File: config.mk
export PLATFORM = sky130hd
export DESIGN_NAME = tpc_queue
export DESIGN_NICKNAME = d
export VERILOG_FILES = /design/src/rtl/core/tpc_pkg.sv /design/src/rtl/core/tpc_queue.sv
export SDC_FILE = /design/constraint.sdc
export NUM_CORES = 1
export LEC_CHECK = 0
export BUFFER_PORTS_ARGS = -buffer_cell sky130_fd_sc_hd__buf_2
export CORE_AREA = 2 2 395 397
export CTS_CLUSTER_DIAMETER = 30
export DETAILED_ROUTE_END_ITERATION = 7
export DIE_AREA = 0 0 397 399
export GPL_TIMING_DRIVEN = 0
export PLACE_DENSITY = 0.5
export RECOVER_POWER = 50
export SLEW_MARGIN = 20
export SYNTH_ARGS = -nofsm -noshare
export SYNTH_HDL_FRONTEND = slang
export SYNTH_SLANG_ARGS = --single-unit
File: constraint.sdc
create_clock -name clk_i -period 32 [get_ports clk_i]
set_clock_uncertainty 0.05 [all_clocks]
set_input_delay 6.4 -clock clk_i [delete_from_list [all_inputs] [get_ports clk_i]]
set_output_delay 6.4 -clock clk_i [all_outputs]
set_load 0.05 [all_outputs]
File: src/rtl/core/tpc_pkg.sv
`timescale 1ns / 1ps
// ----------------------------------------------------------------------------
// tpc_pkg
// Shared types, constants and helpers of the triangle plane clipper.
// ----------------------------------------------------------------------------
package tpc_pkg;

  localparam int unsigned NumCfg  = 6;
  localparam int unsigned CfgIdxW = 3;
  localparam int unsigned QDepth  = 2;
  localparam int unsigned QPtrW   = 1;
  localparam int unsigned QCntW   = 2;
  localparam int unsigned DivSteps = 33;
  localparam int unsigned DivCntW  = 6;

  localparam logic [CfgIdxW-1:0] CfgPointX  = 3'd0;
  localparam logic [CfgIdxW-1:0] CfgPointY  = 3'd1;
  localparam logic [CfgIdxW-1:0] CfgPointZ  = 3'd2;
  localparam logic [CfgIdxW-1:0] CfgNormalX = 3'd3;
  localparam logic [CfgIdxW-1:0] CfgNormalY = 3'd4;
  localparam logic [CfgIdxW-1:0] CfgNormalZ = 3'd5;

  localparam logic [31:0] NormalZReset = 32'h0001_0000;

  // x, y, z, w at index 0..3
  typedef logic [3:0][31:0] vtx_t;

  typedef struct packed {
    vtx_t [2:0]       v;
    logic [2:0][31:0] d;
    logic [15:0]      color;
    logic [15:0]      symbol;
  } job_t;

  function automatic logic [31:0] sat32(input logic signed [65:0] x);
    logic [31:0] r;
    if (x > 66'sd2147483647) begin
      r = 32'h7FFF_FFFF;
    end else if (x < -66'sd2147483648) begin
      r = 32'h8000_0000;
    end else begin
      r = x[31:0];
    end
    return r;
  endfunction

endpackage

File: src/rtl/core/tpc_queue.sv
`timescale 1ns / 1ps
// ----------------------------------------------------------------------------
// tpc_queue
// Two-entry job queue between the distance front and the clipping back.
// ----------------------------------------------------------------------------
module tpc_queue (
  input  logic          clk_i,
  input  logic          rst_ni,
  input  logic          push_i,
  input  tpc_pkg::job_t data_i,
  input  logic          pop_i,
  output tpc_pkg::job_t data_o,
  output logic          full_o,
  output logic          empty_o
);

  tpc_pkg::job_t                   entries_q [tpc_pkg::QDepth];
  logic [tpc_pkg::QPtrW-1:0]       wr_q, rd_q;
  logic [tpc_pkg::QCntW-1:0]       cnt_q;

  assign full_o  = (cnt_q == tpc_pkg::QCntW'(tpc_pkg::QDepth));
  assign empty_o = (cnt_q == '0);
  assign data_o  = entries_q[rd_q];

  always_ff @(posedge clk_i or negedge rst_ni) begin
    if (!rst_ni) begin
      wr_q  <= '0;
      rd_q  <= '0;
      cnt_q <= '0;
    end else begin
      if (push_i) wr_q <= wr_q + 1'b1;
      if (pop_i)  rd_q <= rd_q + 1'b1;
      if (push_i && !pop_i) begin
        cnt_q <= cnt_q + 1'b1;
      end else if (pop_i && !push_i) begin
        cnt_q <= cnt_q - 1'b1;
      end
    end
  end

  always_ff @(posedge clk_i) begin
    if (push_i) entries_q[wr_q] <= data_i;
  end

endmodule

==> summary.md <==
| Metric | Value |
|---|---|
| Status | complete, but fails checks |
| Seq cells post-synth | 1028 |
| Die H | 399 um |
| IO Count | 1030 |
| Design Area, Final | 53700 um^2 |
| GRT Util Overall | 13.4% |
| Number of routed nets with antenna violations | 0 |
| Clock transition at path regs | 0.05 ns |
| Hold Fails Final Rpt | 0 |
| # port buffers | 1029 |
| Clk_lat worst skew | 0.80 ns |
| Nets | 3432 |
| Vias/cell | 3.98 |
| Routability cong. | 0.798 |
| Yosys warns | 0 |
| Fin. max-slew vios | 81 |
| Syn avg cell area | 23.2 um^2 |
| Worst path required time | 32.43 ns |
| Sequential share of the synthesized area | 82.7% |
| Final WL | 111000 um |
| Ys async rst share | 0.389% |
| Worst setup path class | input pin to flop |
| Vias in the first global route | 21700 |
| Post-CTS setup buffers | 0 |
| Initial Util | 24.3% |
| Synth area leaders | edfxtp_1, mux2_2, buf_6 |
| First-pass GRT wire length | 151000 um |
| HP Class | flop to flop |
| Fmax | 0.0943 GHz |
| # setup viols final | 0 |
| Post-detailed-placement cell area | 45900 um^2 |
| P per Cell Area | 121 nW/um^2 |
| Area leader, netlist | edfxtp_1 |
| EDFF count, synth | 1024 |
| Total gr overflow | 0 |
| Root Driver | clkbuf_16 |
| Most frequent cells after synthesis | edfxtp_1, mux2_2, buf_6 |
| Peak supply drop | 77.2 uV |
| Final Cycle Share | 33.1% |
| Setup ws final | 21.40 ns |
| Drt first-iter violations | 1019 |
| Die ar. | 158000 um^2 |
| Share of the synthesized area in the top cell type | 82.4% |
| Largest fanout on the critical path | 44 |
| DPL Wire Length | 83000 um |
| Failing checks | capacitance limit, slew limit |
| Worst slew pin tran | 2.07 ns |
| H-tree Lvls | 4 |
| Syn nets | 2126 |
| Max Buffers Root-to-Sink | 3 |
| Rows | 144 |
| Slew HR | -38.3% |
| CP Launch Type | input pin |
| Period minus WS final | 10.60 ns |
| DRC violations left | 0 |
| Area Overhead vs Synth | 43.9% |
| Hold-fix buffers, CTS | 0 |
| Yosys cell types | 12 |
| Max-Cap Viols | 3 |
| Pre-antenna DRT Iters | 5 |
| Share of post-route cells with drive strength above 1 | 57.3% |
| Syn Std Cell Area | 37300 um^2 |
| Wirelength per Cell | 21.5 um |
| Initial antenna violation count | 59 |
| CTS tree | done |
| Number of CTS-inserted buffers | 236 |
| Core Footprint | 154000 um^2 |
| RSZ-0062 raised after global routing | no |
| Die width | 397 um |
| Leak pwr | 19.7 nW |
| CTS sink count | 1028 |
| Largest net degree at the start of global routing | 46 |
| Cells after Synth | 1609 |
| Arrival time at the worst endpoint | 11.03 ns |
| Total number of vias | 20600 |
| Dpl ws | 22.83 ns |
| Top-count cell post-synth | edfxtp_1 |
| Crit. End Element | flop |
| Top FF cell, synth | edfxtp_1 |
| Count of cells resized by post-cts repair | 0 |
state kept, by name, summed over array words and instances (netlist names):
register   cells
cnt_q          2
entries_q   1024
rd_q           1
wr_q           1
layer usage:
| metal | part of all wire (%) | routed length, um | GRT usage (%) | vias to the layer above |
|---|---|---|---|---|
| met3 | 10 | 11200 | 6.76 | 232 |
| met1 | 36 | 40100 | 13.8 | 10300 |
| li1 | - | - | - | 9238 |
| met5 | 0.43 | 481 | 0 | - |
| met4 | 2.2 | 2450 | 4.98 | 70 |
| met2 | 51 | 57000 | 23.1 | 833 |
report_power, final:
| group | internal (W) | switching (W) | leakage (nW) | total (W) |
|---|---|---|---|---|
| Sequential | 0.00179 | 0.0000456 | 9.66 | 0.00183 |
| Clock | 0.00166 | 0.000767 | 3.92 | 0.00243 |
| Combinational | 0.000602 | 0.00164 | 6.16 | 0.00224 |
| Total | 0.00405 | 0.00245 | 19.7 | 0.00651 |
metrics by stage:
step	TNS, ns	total power, W	util, %	std cells	hold WS, ns
finish	0	0.00651	34.9	5179	0.436
global route	0	0.00674	34.9	5177	0.456
detailed placement	0	0.00416	29.9	4721	0.433
global placement	-7735.01	0.00447	29.3	4682	0.419
floorplan	0	0.00368	-	1609	0.405
CTS	0	0.00662	35.3	5167	0.439
cell usage in the layout, fill, tap and decap left out:
master / netlist / final
buf_12: 0 / 14
mux2_2: 512 / 512
clkinv_8: 0 / 2
and2_0: 0 / 1
ha_1: 1 / 1
clkinv_16: 0 / 7
inv_6: 0 / 11
buf_6: 53 / 53
clkbuf_16: 0 / 238
clkinv_1: 0 / 46
xnor2_1: 1 / 1
buf_16: 0 / 12
nor2_1: 2 / 2
edfxtp_1: 1024 / 1024
bufinv_16: 0 / 38
buf_2: 4 / 828
diode_2: 0 / 12
buf_1: 0 / 2
inv_8: 0 / 1
xor2_1: 4 / 4
nor2b_1: 2 / 2
clkinv_4: 0 / 14
inv_16: 0 / 2
clkinv_2: 0 / 29
clkinvlp_4: 0 / 29
inv_1: 1 / 1
clkbuf_1: 0 / 245
dfrtp_1: 4 / 4
critical path, cell delays in order:
cell and delay [ns]:
clkbuf_1 0.15, and2_0 1.35, clkbuf_1 1.57, buf_16 0.31, buf_16 0.27, buf_16 0.28, buf_12 0.27, buf_16 0.25
cell families after synthesis:
kind of cell | share of synthesized area (%)
DFF | 82.7
buffers and inverters | 1.66
and+or+nand+nor | 0.0704
muxes | 15.4
xor gates and xnor gates | 0.117
adders and majority gates | 0.0335
layout make-up:
| type | instances | area, um^2 |
|---|---|---|
| Fill cell | 14900 | 100000 |
| Sequential cell | 1028 | 30800 |
| Clock buffer | 267 | 6060 |
| Multi-Input combinational cell | 523 | 5850 |
| Timing Repair Buffer | 1068 | 5550 |
| Tap cell | 2044 | 2560 |
| Clock inverter | 179 | 2190 |
| Buffer | 57 | 617 |
| Antenna cell | 12 | 30.0 |
| Inverter | 1 | 3.75 |
worst paths after layout:
| check | from | cells after the start | slack [ns] | to |
|---|---|---|---|---|
| worst max-delay path | push_i | 8 | 21.40 | entries_q[1][301]$_DFFE_PP_ |
| worst min-delay path | wr_q$_DFFE_PN0P_ | 1 | 0.44 | wr_q$_DFFE_PN0P_ |
| max in group asynchronous | rst_ni | 1 | 26.32 | rd_q$_DFFE_PN0P_ |
| min in group asynchronous | rst_ni | 1 | 5.38 | cnt_q[1]$_DFFE_PN0P_ |
| worst min register to register | wr_q$_DFFE_PN0P_ | 1 | 0.44 | wr_q$_DFFE_PN0P_ |
| worst max register to register | wr_q$_DFFE_PN0P_ | 7 | 26.80 | entries_q[1][301]$_DFFE_PP_ |
Power figures use the tool's default switching activity.
