<file path="config.mk">
export PLATFORM = sky130hd
export DESIGN_NAME = tpc_front
export DESIGN_NICKNAME = d
export VERILOG_FILES = /design/src/rtl/core/tpc_pkg.sv /design/src/rtl/core/tpc_front.sv
export SDC_FILE = /design/constraint.sdc
export NUM_CORES = 2
export LEC_CHECK = 0
export BUFFER_PORTS_ARGS = -buffer_cell sky130_fd_sc_hd__buf_4
export CAP_MARGIN = 20
export CORE_MARGIN = 1.5
export CORE_UTILIZATION = 52
export DETAILED_ROUTE_END_ITERATION = 10
export PLACE_DENSITY = 0.76
export SETUP_SLACK_MARGIN = 0.2
export SYNTH_ARGS = -nofsm -noshare
export SYNTH_HDL_FRONTEND = slang
export SYNTH_SLANG_ARGS = --single-unit
</file>
<file path="constraint.sdc">
create_clock -name clk_i -period 23.6 [get_ports clk_i]
set_input_delay 1.18 -clock clk_i [delete_from_list [all_inputs] [get_ports clk_i]]
set_output_delay 1.18 -clock clk_i [all_outputs]
set_load 0.05 [all_outputs]
</file>
<file path="src/rtl/core/tpc_pkg.sv">
`timescale 1ns / 1ps
// ----------------------------------------------------------------------------
// tpc_pkg
// Shared types, constants and helpers of the triangle plane clipper.
// ----------------------------------------------------------------------------
package tpc_pkg;

  localparam int unsigned NumCfg  = 6;
  localparam int unsigned CfgIdxW = 3;
  localparam int unsigned QDepth  = 2;
  localparam int unsigned QPtrW   = 1;
  localparam int unsigned QCntW   = 2;
  localparam int unsigned DivSteps = 33;
  localparam int unsigned DivCntW  = 6;

  localparam logic [CfgIdxW-1:0] CfgPointX  = 3'd0;
  localparam logic [CfgIdxW-1:0] CfgPointY  = 3'd1;
  localparam logic [CfgIdxW-1:0] CfgPointZ  = 3'd2;
  localparam logic [CfgIdxW-1:0] CfgNormalX = 3'd3;
  localparam logic [CfgIdxW-1:0] CfgNormalY = 3'd4;
  localparam logic [CfgIdxW-1:0] CfgNormalZ = 3'd5;

  localparam logic [31:0] NormalZReset = 32'h0001_0000;

  // x, y, z, w at index 0..3
  typedef logic [3:0][31:0] vtx_t;

  typedef struct packed {
    vtx_t [2:0]       v;
    logic [2:0][31:0] d;
    logic [15:0]      color;
    logic [15:0]      symbol;
  } job_t;

  function automatic logic [31:0] sat32(input logic signed [65:0] x);
    logic [31:0] r;
    if (x > 66'sd2147483647) begin
      r = 32'h7FFF_FFFF;
    end else if (x < -66'sd2147483648) begin
      r = 32'h8000_0000;
    end else begin
      r = x[31:0];
    end
    return r;
  endfunction

endpackage

</file>
<file path="src/rtl/core/tpc_front.sv">
`timescale 1ns / 1ps
// ----------------------------------------------------------------------------
// tpc_front
// Plane registers, vertex capture and plane distance; hands finished
// triangles to the job queue.
// ----------------------------------------------------------------------------
module tpc_front #(
  parameter int unsigned CoordFracBits = 16
) (
  input  logic                         clk_i,
  input  logic                         rst_ni,
  input  logic                         start_i,
  output logic                         busy_o,
  input  logic [31:0]                  vx_i,
  input  logic [31:0]                  vy_i,
  input  logic [31:0]                  vz_i,
  input  logic [31:0]                  vw_i,
  input  logic [15:0]                  tri_color_i,
  input  logic [15:0]                  tri_symbol_i,
  input  logic                         cfg_valid_i,
  output logic                         cfg_ready_o,
  input  logic [tpc_pkg::CfgIdxW-1:0]  cfg_index_i,
  input  logic [31:0]                  cfg_data_i,
  output logic                         push_o,
  output tpc_pkg::job_t                job_o,
  input  logic                         full_i
);

  localparam logic [1:0] FsIdle = 2'd0;
  localparam logic [1:0] FsCalc = 2'd1;
  localparam logic [1:0] FsDone = 2'd2;

  logic [1:0]        state_q, state_d;
  logic [2:0][31:0]  cfg_p_q, cfg_n_q;
  logic [1:0]        cnt_q;
  logic [1:0]        step_q;
  tpc_pkg::vtx_t     cur_q;
  logic [15:0]       col_q, sym_q;
  tpc_pkg::vtx_t [1:0] store_q;
  logic [1:0][31:0]  dist_q;
  logic signed [63:0] prod_q;
  logic signed [33:0] acc_q;

  logic [1:0]         comp;
  logic signed [32:0] diff_w;
  logic signed [31:0] diff_s;
  logic signed [31:0] term;
  logic [31:0]        dcur;
  logic               accept;

  assign accept      = start_i && (state_q == FsIdle);
  assign busy_o      = (state_q != FsIdle);
  assign cfg_ready_o = 1'b1;

  assign comp   = (step_q == 2'd3) ? 2'd2 : step_q;
  assign diff_w = $signed({cur_q[comp][31], cur_q[comp]})
                - $signed({cfg_p_q[comp][31], cfg_p_q[comp]});
  assign diff_s = $signed(tpc_pkg::sat32(66'(diff_w)));
  assign term   = $signed(tpc_pkg::sat32(66'(prod_q >>> CoordFracBits)));
  assign dcur   = tpc_pkg::sat32(66'(acc_q));

  assign push_o      = (state_q == FsDone) && (cnt_q == 2'd2) && !full_i;
  assign job_o.v     = {cur_q, store_q[1], store_q[0]};
  assign job_o.d     = {dcur, dist_q[1], dist_q[0]};
  assign job_o.color  = col_q;
  assign job_o.symbol = sym_q;

  always_comb begin
    state_d = state_q;
    case (state_q)
      FsIdle: if (accept) state_d = FsCalc;
      FsCalc: if (step_q == 2'd3) state_d = FsDone;
      FsDone: if (cnt_q != 2'd2 || !full_i) state_d = FsIdle;
      default: state_d = FsIdle;
    endcase
  end

  always_ff @(posedge clk_i or negedge rst_ni) begin
    if (!rst_ni) begin
      state_q <= FsIdle;
      cnt_q   <= 2'd0;
      step_q  <= 2'd0;
      cfg_p_q <= '0;
      cfg_n_q <= {tpc_pkg::NormalZReset, 32'd0, 32'd0};
    end else begin
      state_q <= state_d;
      if (cfg_valid_i) begin
        case (cfg_index_i)
          tpc_pkg::CfgPointX:  cfg_p_q[0] <= cfg_data_i;
          tpc_pkg::CfgPointY:  cfg_p_q[1] <= cfg_data_i;
          tpc_pkg::CfgPointZ:  cfg_p_q[2] <= cfg_data_i;
          tpc_pkg::CfgNormalX: cfg_n_q[0] <= cfg_data_i;
          tpc_pkg::CfgNormalY: cfg_n_q[1] <= cfg_data_i;
          tpc_pkg::CfgNormalZ: cfg_n_q[2] <= cfg_data_i;
          default: ;
        endcase
      end
      if (accept) begin
        step_q <= 2'd0;
      end else if (state_q == FsCalc) begin
        step_q <= step_q + 2'd1;
      end
      if (state_q == FsDone) begin
        if (cnt_q != 2'd2) begin
          cnt_q <= cnt_q + 2'd1;
        end else if (!full_i) begin
          cnt_q <= 2'd0;
        end
      end
    end
  end

  always_ff @(posedge clk_i) begin
    if (accept) begin
      cur_q <= {vw_i, vz_i, vy_i, vx_i};
      col_q <= tri_color_i;
      sym_q <= tri_symbol_i;
      acc_q <= '0;
    end
    if (state_q == FsCalc) begin
      // product of one component per cycle, summed in the following cycle
      if (step_q != 2'd3) prod_q <= $signed(cfg_n_q[comp]) * diff_s;
      if (step_q != 2'd0) acc_q <= acc_q + 34'(term);
    end
    if (state_q == FsDone && cnt_q != 2'd2) begin
      store_q[cnt_q[0]] <= cur_q;
      dist_q[cnt_q[0]]  <= dcur;
    end
  end

endmodule

</file>
==> results.md <==
* area of the die: 128000 sq um
* Post-Route Skew: 49.1 ps
* final weighted congestion in routability-driven placement: 0.962
* post-route insts no fill: 8253
* Reg2Reg Setup Slack: 8120 ps
* number of placement rows: 130
* via/cell ratio: 5.83
* detailed-route via count: 48100
* deepest level of the CTS H-tree: 3
* antenna-violating nets left: 0
* total nets after synthesis: 7446
* worst hold slack after final layout: 451 ps
* x dimension of the die: 358 um
* post-synth design cell area: 65500 sq um
* number of nets in the layout: 8060
* die height: 358 um
* CTS clock-pin slew for the worst setup and hold paths: 70 ps
* most frequently used flop master after synthesis: sky130_fd_sc_hd__edfxtp_1
* number of hold violations in the final report: 0
* number of warnings printed during yosys synthesis: 0
* number of buffers inserted during clock tree synthesis: 83
* FF/Latch Area: 21500 sq um
* core box area: 125000 sq um
* commonest non-fill, non-tap cells in the layout: 1083 x sky130_fd_sc_hd__fa_1, 1008 x sky130_fd_sc_hd__inv_1, 804 x sky130_fd_sc_hd__buf_4
* area of the multi-input gates: 39500 sq um
* final setup vio count: 0
* number of distinct library cells after synthesis: 83
* clock tree buffer depth: 3
* number of top-level pins: 715
* Global Route Usage Sum: 34.2%
* first-pass GRT wire length: 319000 um
* placed wire-length estimate after detailed placement: 166000 um
* hold buffers post-CTS: 0
* slowest cell on the critical path: sky130_fd_sc_hd__buf_4
* maximum number of pins on one net before global-route repair: 170
* CP Launch Point: step_q[1]
* WL per Instance: 25.9 um
* filler cell count: 10000
* Starting Density: 52.3%
* number of DRC violations after detailed-routing iteration 0: 4684
* status: completed
* DRC: 0
* RSZ-0062 raised after global routing: false
* cell chosen for the clock root: sky130_fd_sc_hd__clkbuf_16
* setup bufs post-CTS: 0
* kind of end point of the critical path: flip-flop
* final wirelength: 214000 um
* Sum Neg Setup Slack: 0 ps
* Mapped Avg Cell Area: 11.1 sq um
* total of flip-flops plus latches after synthesis: 760
* overflow left after global routing: 0
* fraction of synthesis flops using an asynchronous set or reset pin: 26.1%
* Port Buf Inserts: 713
* clock latency at the later pin of the worst-skew pair: 710 ps
* total of cells resized after clock tree synthesis: 0
* fin crit share: 65.6%
* CP startpoint kind: flip-flop
* CTS tree: done
* critical path data required time: 24010 ps
* Tightest Hold Check Type: input port to async pin
* Max Clk Rate: 64.6 MHz
* max-slew violation total from the final report: 0
* leading cell type in the layout, fill and taps excluded: sky130_fd_sc_hd__fa_1
* number of antenna violations at the first check in global routing: 13
* MaxCap Viol Count: 0
* startpoint of the most critical register-to-register path: step_q[1]
* largest fanout on the critical path: 64
* start-to-end type of the worst setup path: flip-flop to flip-flop
* Util after Layout: 60.6%
* worst endpoint data arrival time: 15890 ps
* reg2reg path depth: 43
* number of enable-type register cells in the synthesized netlist: 528
* Relative slew margins: 19.5%
* destination of the worst register-to-register timing path: prod_q[44]
* CP most frequent cell: sky130_fd_sc_hd__fa_1
* number of clock sinks seen by CTS: 760
* fraction of final layout cells with drive strength greater than 1: 19.3%
* worst slew pin tran: 1190 ps
* share of the yosys chip area belonging to registers: 32.8%
* vias in the first global route: 50900
* Layout Area Growth over Synthesis: 15.7%
* crit path time final: 15480 ps
* Pre-Repair DR Iteration Count: 6
* dpl cells: 8089
* slowest cell delay on critical path: 750 ps
* Mapped Cells: 5915
-- worst max-delay path: cells and delay by family (launching register included) --
| kind | cells | cell delay, ps |
|---|---|---|
| XOR/XNOR | 1 | 130 |
| buffers and inverters | 8 | 2390 |
| flip-flops | 1 | 440 |
| AND/OR/NAND/NOR | 10 | 2770 |
| multiplexers | 1 | 620 |
| adder cells (fa/ha/maj) | 11 | 5110 |
| AO/OA/AOI/OAI | 12 | 3620 |
-- cell usage after synthesis (5+ instances only) --
cell type                  count  area [sq um]
sky130_fd_sc_hd__nand3_1      33           165
sky130_fd_sc_hd__mux4_2       32           721
sky130_fd_sc_hd__and3_1       14          87.6
sky130_fd_sc_hd__fa_1       1083         21700
sky130_fd_sc_hd__nor2b_1      18           113
sky130_fd_sc_hd__edfxtp_1    528         15900
sky130_fd_sc_hd__o21ai_1      11          55.1
sky130_fd_sc_hd__o211ai_1      9          67.6
sky130_fd_sc_hd__o21a_1       13          97.6
sky130_fd_sc_hd__o21bai_1     18           135
sky130_fd_sc_hd__or2_2         8          50.1
sky130_fd_sc_hd__a22o_1       32           280
sky130_fd_sc_hd__o21ai_0      71           355
sky130_fd_sc_hd__mux2_2      192          2160
sky130_fd_sc_hd__inv_1      1009          3790
sky130_fd_sc_hd__a21oi_1     203          1020
sky130_fd_sc_hd__o31ai_1       8          60.1
sky130_fd_sc_hd__nor3_1       11          55.1
sky130_fd_sc_hd__ha_1        248          3100
sky130_fd_sc_hd__nand2_1     717          2690
sky130_fd_sc_hd__a211oi_1     11          82.6
sky130_fd_sc_hd__clkbuf_1    249           935
sky130_fd_sc_hd__xor2_1       37           324
sky130_fd_sc_hd__a31o_2       34           298
sky130_fd_sc_hd__dfrtp_1     197          4930
sky130_fd_sc_hd__nor2_1      645          2420
sky130_fd_sc_hd__nand2b_1     45           282
sky130_fd_sc_hd__a31oi_1      75           469
sky130_fd_sc_hd__xnor2_1      84           736
sky130_fd_sc_hd__dfxtp_1      34           681
sky130_fd_sc_hd__nor4_1        5          31.3
sky130_fd_sc_hd__and2_1       30           188
sky130_fd_sc_hd__a21o_1       67           503
sky130_fd_sc_hd__buf_1        29           109
sky130_fd_sc_hd__nand4_1      26           163
-- per-stage QoR --
step / setup slack, ps / cell area [sq um]
after floorplan: 10450 / 65500
after global placement: 8150 / 73000
after detailed placement: 7790 / 73000
after CTS: 7760 / 75800
after global routing: 7610 / 75800
final: 8120 / 75800
-- registers in the layout, summed over array words and instances, names as in the netlist, 16 cells and up --
register,count
acc_q,34
prod_q,48
job_o,448
sym_q,16
col_q,16
cfg_n_q,96
cfg_p_q,96
-- cell type report --
class	count	share of cell area, %
clock inverter	52	0.714
sequential	760	28.3
antenna	5	0.0165
tap	1650	2.72
inverter	1010	5.01
multi-input combinational	3862	52.1
timing repair buffer	812	8.13
clock buffer	102	2.94
-- metal layers --
| layer | global-route usage [%] | share of wire (%) | vias to the layer above |
|---|---|---|---|
| met1 | 41.3 | 35 | 24700 |
| met5 | 0 | 0.022 | - |
| li1 | - | - | 20000 |
| met2 | 53.9 | 46 | 2760 |
| met3 | 9.23 | 10 | 745 |
| met4 | 23.1 | 8.3 | 6 |
-- how the worst max path moves through the flow --
stage | end | slack (ps)
after global placement | prod_q[42] | 8150
final | prod_q[44] | 8120
after global routing | prod_q[42] | 7610
after CTS | prod_q[42] | 7760
after floorplan | prod_q[59] | 10450
after detailed placement | prod_q[42] | 7790
-- cells by family (layout without fill, tap and decap cells) --
family,after synthesis,in the layout,share of synthesized area [%]
buf+inv,1293,1976,7.42
xor+xnor,121,121,1.62
fa+ha+maj,1331,1331,37.8
flops,760,760,32.8
other cells,1,6,0.00572
simple gates,1580,1580,9.93
compound gates,602,602,5.95
mux,227,227,4.45
Power is left out: the tool's default activity adds up to more than one toggle a clock period on the data nets, which glitch-free logic cannot reach.
